### config.mk
export PLATFORM = sky130hd
export DESIGN_NAME = gbts_ctrl
export DESIGN_NICKNAME = d
export VERILOG_FILES = /design/src/hdl/gbts_pkg.sv /design/src/hdl/gbts_ctrl.sv
export VERILOG_INCLUDE_DIRS = /design/src /design/src/hdl
export SDC_FILE = /design/constraint.sdc
export NUM_CORES = 1
export LEC_CHECK = 0
export BUFFER_PORTS_ARGS = -buffer_cell sky130_fd_sc_hd__buf_2
export CORE_AREA = 2 2 39 41
export DETAILED_ROUTE_END_ITERATION = 16
export DIE_AREA = 0 0 41 43
export PLACE_DENSITY_LB_ADDON = 0.3
export SYNTH_ARGS = -nofsm -noshare
export SYNTH_HDL_FRONTEND = slang
export SYNTH_SLANG_ARGS = --single-unit
### constraint.sdc
create_clock -name clk -period 1.66 [get_ports clk]
set_clock_uncertainty 0.15 [all_clocks]
set_input_delay 0.249 -clock clk [delete_from_list [all_inputs] [get_ports clk]]
set_output_delay 0.249 -clock clk [all_outputs]
set_load 0.01 [all_outputs]
### src/hdl/gap_buffer_text_store_assert.svh
// assertion macros shared by the gap buffer modules
`ifndef GAP_BUFFER_TEXT_STORE_ASSERT_SVH
`define GAP_BUFFER_TEXT_STORE_ASSERT_SVH

// condition holds at every clock edge out of reset
`define GBTS_ASSERT_ALWAYS(label, cond, msg) \
  label: assert property (@(posedge clk) disable iff (!rst_n) (cond)) else $error(msg);

// consequence holds in the same cycle as the antecedent
`define GBTS_ASSERT_IMPLY(label, ante, cons, msg) \
  label: assert property (@(posedge clk) disable iff (!rst_n) (ante) |-> (cons)) \
    else $error(msg);

// consequence holds in the cycle after the antecedent
`define GBTS_ASSERT_NEXT(label, ante, cons, msg) \
  label: assert property (@(posedge clk) disable iff (!rst_n) (ante) |=> (cons)) \
    else $error(msg);

`endif

### src/hdl/gbts_pkg.sv
// shared constants and controller/datapath interface types for the gap buffer
package gbts_pkg;

  localparam int GBTS_CAPACITY = 1024;

  localparam logic [2:0] OP_INSERT    = 3'd0;
  localparam logic [2:0] OP_DEL_BACK  = 3'd1;
  localparam logic [2:0] OP_DEL_FWD   = 3'd2;
  localparam logic [2:0] OP_DEL_RANGE = 3'd3;
  localparam logic [2:0] OP_SET_CUR   = 3'd4;
  localparam logic [2:0] OP_MOVE_CUR  = 3'd5;
  localparam logic [2:0] OP_READ      = 3'd6;

  localparam logic [1:0] ST_DONE    = 2'd0;
  localparam logic [1:0] ST_FULL    = 2'd1;
  localparam logic [1:0] ST_INVALID = 2'd2;

  typedef struct packed {
    logic load;
    logic move_step;
    logic apply;
    logic rd_take;
    logic out_load;
  } gbts_cmd_t;

  typedef struct packed {
    logic [2:0] op;
    logic       range_ok;
    logic       read_ok;
    logic       at_target;
  } gbts_sts_t;

endpackage

### src/hdl/gbts_ctrl.sv
// gap buffer controller: command sequencing and result handshake
`include "gap_buffer_text_store_assert.svh"
module gbts_ctrl
  import gbts_pkg::*;
(
  input  logic      clk,
  input  logic      rst_n,
  input  logic      in_valid,
  output logic      in_stall,
  output logic      out_valid,
  input  logic      out_stall,
  input  gbts_sts_t sts,
  output gbts_cmd_t cmd
);

  typedef enum logic [2:0] {
    S_IDLE, S_DEC, S_MOVE, S_DRAIN, S_APPLY, S_RD, S_RDW, S_FIN
  } state_t;

  state_t state_r, state_nxt;
  logic   out_valid_r, out_valid_nxt;
  logic   out_free;

  assign out_free = !out_valid_r || !out_stall;
  assign in_stall = state_r != S_IDLE;

  always_comb begin
    state_nxt = state_r;
    cmd       = '0;
    case (state_r)
      S_IDLE: begin
        if (in_valid) begin
          cmd.load  = 1'b1;
          state_nxt = S_DEC;
        end
      end
      S_DEC: begin
        case (sts.op)
          OP_INSERT, OP_DEL_BACK, OP_DEL_FWD: state_nxt = S_MOVE;
          OP_DEL_RANGE: state_nxt = sts.range_ok ? S_MOVE : S_APPLY;
          OP_READ:      state_nxt = sts.read_ok ? S_RD : S_APPLY;
          default:      state_nxt = S_APPLY;
        endcase
      end
      S_MOVE: begin
        if (sts.at_target) begin
          state_nxt = S_DRAIN;
        end else begin
          cmd.move_step = 1'b1;
        end
      end
      // spare state between the settled gap and the edit
      S_DRAIN: state_nxt = S_APPLY;
      S_APPLY: begin
        cmd.apply = 1'b1;
        state_nxt = S_FIN;
      end
      S_RD: state_nxt = S_RDW;
      S_RDW: begin
        cmd.rd_take = 1'b1;
        state_nxt   = S_FIN;
      end
      S_FIN: begin
        if (out_free) begin
          cmd.out_load = 1'b1;
          state_nxt    = S_IDLE;
        end
      end
      default: state_nxt = S_IDLE;
    endcase
  end

  always_comb begin
    out_valid_nxt = out_valid_r;
    if (cmd.out_load) begin
      out_valid_nxt = 1'b1;
    end else if (out_valid_r && !out_stall) begin
      out_valid_nxt = 1'b0;
    end
  end

  always_ff @(posedge clk) begin
    if (!rst_n) begin
      state_r     <= S_IDLE;
      out_valid_r <= 1'b0;
    end else begin
      state_r     <= state_nxt;
      out_valid_r <= out_valid_nxt;
    end
  end

  assign out_valid = out_valid_r;

  `GBTS_ASSERT_IMPLY(a_move_edit_only, cmd.move_step,
    sts.op == OP_INSERT || sts.op == OP_DEL_BACK || sts.op == OP_DEL_FWD || sts.op == OP_DEL_RANGE,
    "gap moved for a command that does not edit")
  `GBTS_ASSERT_NEXT(a_result_shown, cmd.out_load, out_valid_r, "loaded result not presented")
  `GBTS_ASSERT_IMPLY(a_no_overwrite, cmd.out_load, !(out_valid_r && out_stall),
    "result register overwritten while stalled")

endmodule
==> out/results.txt <==
Status = completed
Slew @ Worst Pin = 0.375 ns
Initial Utilization = 21.8%
Sequence of cells on the critical path = or3_4 > nor2_2 > buf_2
Boundary pin count = 17
Setup-failing EPs final = 0
FMAX = 0.629 GHz
Die area = 0.00176 mm²
Row count = 14
Die height = 43 µm
Worst-path fanout max = 6
CP max stage delay = 0.40 ns
Final core occ = 30.3%
Clk pin slew, worst setup/hold paths = 0.03 ns
Slowest-stage cell, CP = or3_4
Library cells used by synthesis = 21
Post-Syn Area = 302 µm²
Critical path class = flop to output port
Routed length per placed instance = 10.2 µm
FFs w/ async S/R, synth = 0%
Core area = 0.00138 mm²
Worst EP arrival = 1.19 ns
Initial antenna violation count = 0
Layout Area Growth over Synthesis = 39.0%
Cells after Synth = 38
Post-synth top area cell = dfxtp_1
Reg2reg path depth = 4
Ranking of synthesized cells by area = dfxtp_1 (27%), nor4b_4 (7.9%), nand2_1 (6.2%), nor2_1 (6.2%), o21ai_0 (5.0%)
FF+latch count, synth = 4
Via density = 4.59
R2R setup slack = 0.35 ns
Worst path buffer plus inverter count = 1
Top-area cell type share of the netlist area = 26.6%
Critical Path Sink Type = output port
Crit path capture = cmd[4]
Total CTS buffers = 3
Antenna diodes = 0
Final nets = 67
Synthesis Warnings = 0
R2r startpoint = state_r[1]
GRT overflow = 0
Pwr/cell area = 971 mW/mm²
Port bufs = 16
Worst Min Path Start = rst_n
Crit. Startpoint = state_r[2]
Maximum root-to-sink buffer count = 2
Hold slack = 0.123 ns
CTS tree = built
Peak VDD IR = 0.240 mV
First-pass GRT wire length = 1090 µm
Slew margin rel. = 74.4%
Pins over their slew limit = 0
Crit Reg-Reg Endpoint = state_r[0]
Final-report hold violation count = 0
DRC violations left = 0
H-tree depth = 1
Estimated wirelength of the detail-placed design = 538 µm
Final non-filler cell total = 71
Final Total Pwr = 0.000407 W
Seq/Total Area, Yosys = 26.6%
GPL Wtd Cong = 0.697
Post-synth EDFFs = 0
Fill cells = 156
Clock root buffer = clkbuf_4
Total GRT Usage = 9.12%
Die X = 41 µm
Clock latency on the worst-skew pair = 0.23 ns
Post-route ant nets = 0
Post-Syn Nets = 48
Stages on the worst setup path = 3
Vias = 326
Synth cell count leaders = nand2_1 (5), nor2_1 (5), dfxtp_1 (4)
Inst Count DP = 66
Hold Buf Count CTS = 0
Worst min-delay path class = primary input to flop
Clock sinks = 4
Iter 0 DRT Violations = 13
Synth Flop Type = dfxtp_1
Final WL = 724 µm
Post-Syn Area per Cell = 7.94 µm²
Largest delay contributor family on the critical path = simple AND/OR/NAND/NOR gates
RSZ-0062 raised after global routing = no
Fin crit share = 95.8%
Pre-antenna DRT Iters = 4
Total negative slack = 0 ns
Critical Path RT = 1.26 ns
Largest net degree at the start of global routing = 13
Number of global-route vias before repair = 274
Leak = 0.187 nW
# Max-Cap Violations = 0
Fraction of layout cells with a size suffix above 1 = 50.9%
Worst setup SP type = flop
Min cycle time layout = 1.59 ns
-- what timing repair did --
item / 4_1_cts / 5_1_grt
buffers inserted: 0 / 2
pin swaps: 0 / 1
resized for setup: 3 / 3
endpoints found under the setup margin: 1 / 1
-- registers in the layout, summed over array words and instances (netlist names) --
signal,flops
out_valid,1
state_r,3
-- worst min-delay path by stage --
stage          depth (start not counted)  slack [ns]         end
2_1_floorplan                          2        0.21  state_r[1]
3_3_place_gp                           3        0.37  state_r[1]
3_5_place_dp                           3        0.37  state_r[1]
4_1_cts                                3        0.12  state_r[1]
5_1_grt                                3        0.13  state_r[1]
6_report                               3        0.12  state_r[1]
-- report_power, final --
group	switching (W)	internal [W]	leakage (nW)
Combinational	0.0000724	0.0000753	0.139
Clock	0.0000370	0.0000806	0.0138
Sequential	0.0000265	0.000115	0.0345
-- worst min-delay path: stages --
cell,delay [ns]
buf_2,0.13
o21ai_2,0.05
a21oi_1,0.03
-- routing by layer --
layer  share of wire [%]  routed length [µm]  vias to the layer above  GRT usage (%)
met5                   0                   0                        -              0
met4                   0                   0                        0           4.00
met3                 5.1                  37                        0           4.71
met2                  50                 361                        9           13.1
met1                  45                 325                      148           10.9
li1                    -                   -                      169              -
-- layout by cell type, fill, tap and decap left out, drive strengths merged --
master   netlist  final
nand3          2      2
nor2b          1      1
nor3b          2      2
or3            1      1
o211ai         1      1
dfxtp          4      4
nor4b          2      2
nand2          5      5
inv            1      1
a2111oi        1      1
nand3b         1      1
nor2           5      5
clkbuf         0      3
a21oi          1      1
o21ai          4      4
a31oi          1      1
a21boi         2      2
buf            4     18
-- logic make-up (layout without fill, tap and decap cells) --
family                 count (synthesis)  in the layout  share of synthesized area [%]
AO/OA/AOI/OAI                         10             10                           22.0
buffers and inverters                  5             22                           11.6
flip-flops                             4              4                           26.6
AND/OR/NAND/NOR                       19             19                           39.8
-- cell type report --
cell class / count / area [µm²] / share of cell area, %
flip-flops and latches: 4 / 88.8 / 21.2
repair buffers: 18 / 95.1 / 22.7
well taps: 16 / 20.0 / 4.78
inverters: 1 / 3.75 / 0.896
multi-input cells: 29 / 189 / 45.1
clock buffers: 3 / 22.5 / 5.37
-- through the flow --
stage	worst slack, ns	instance area (µm²)
after floorplan	0.253	302
after global placement	0.226	370
after detailed placement	0.208	370
after CTS	0.0156	397
after global routing	0.0115	419
final	0.0703	419
Power figures use the tool's default switching activity.
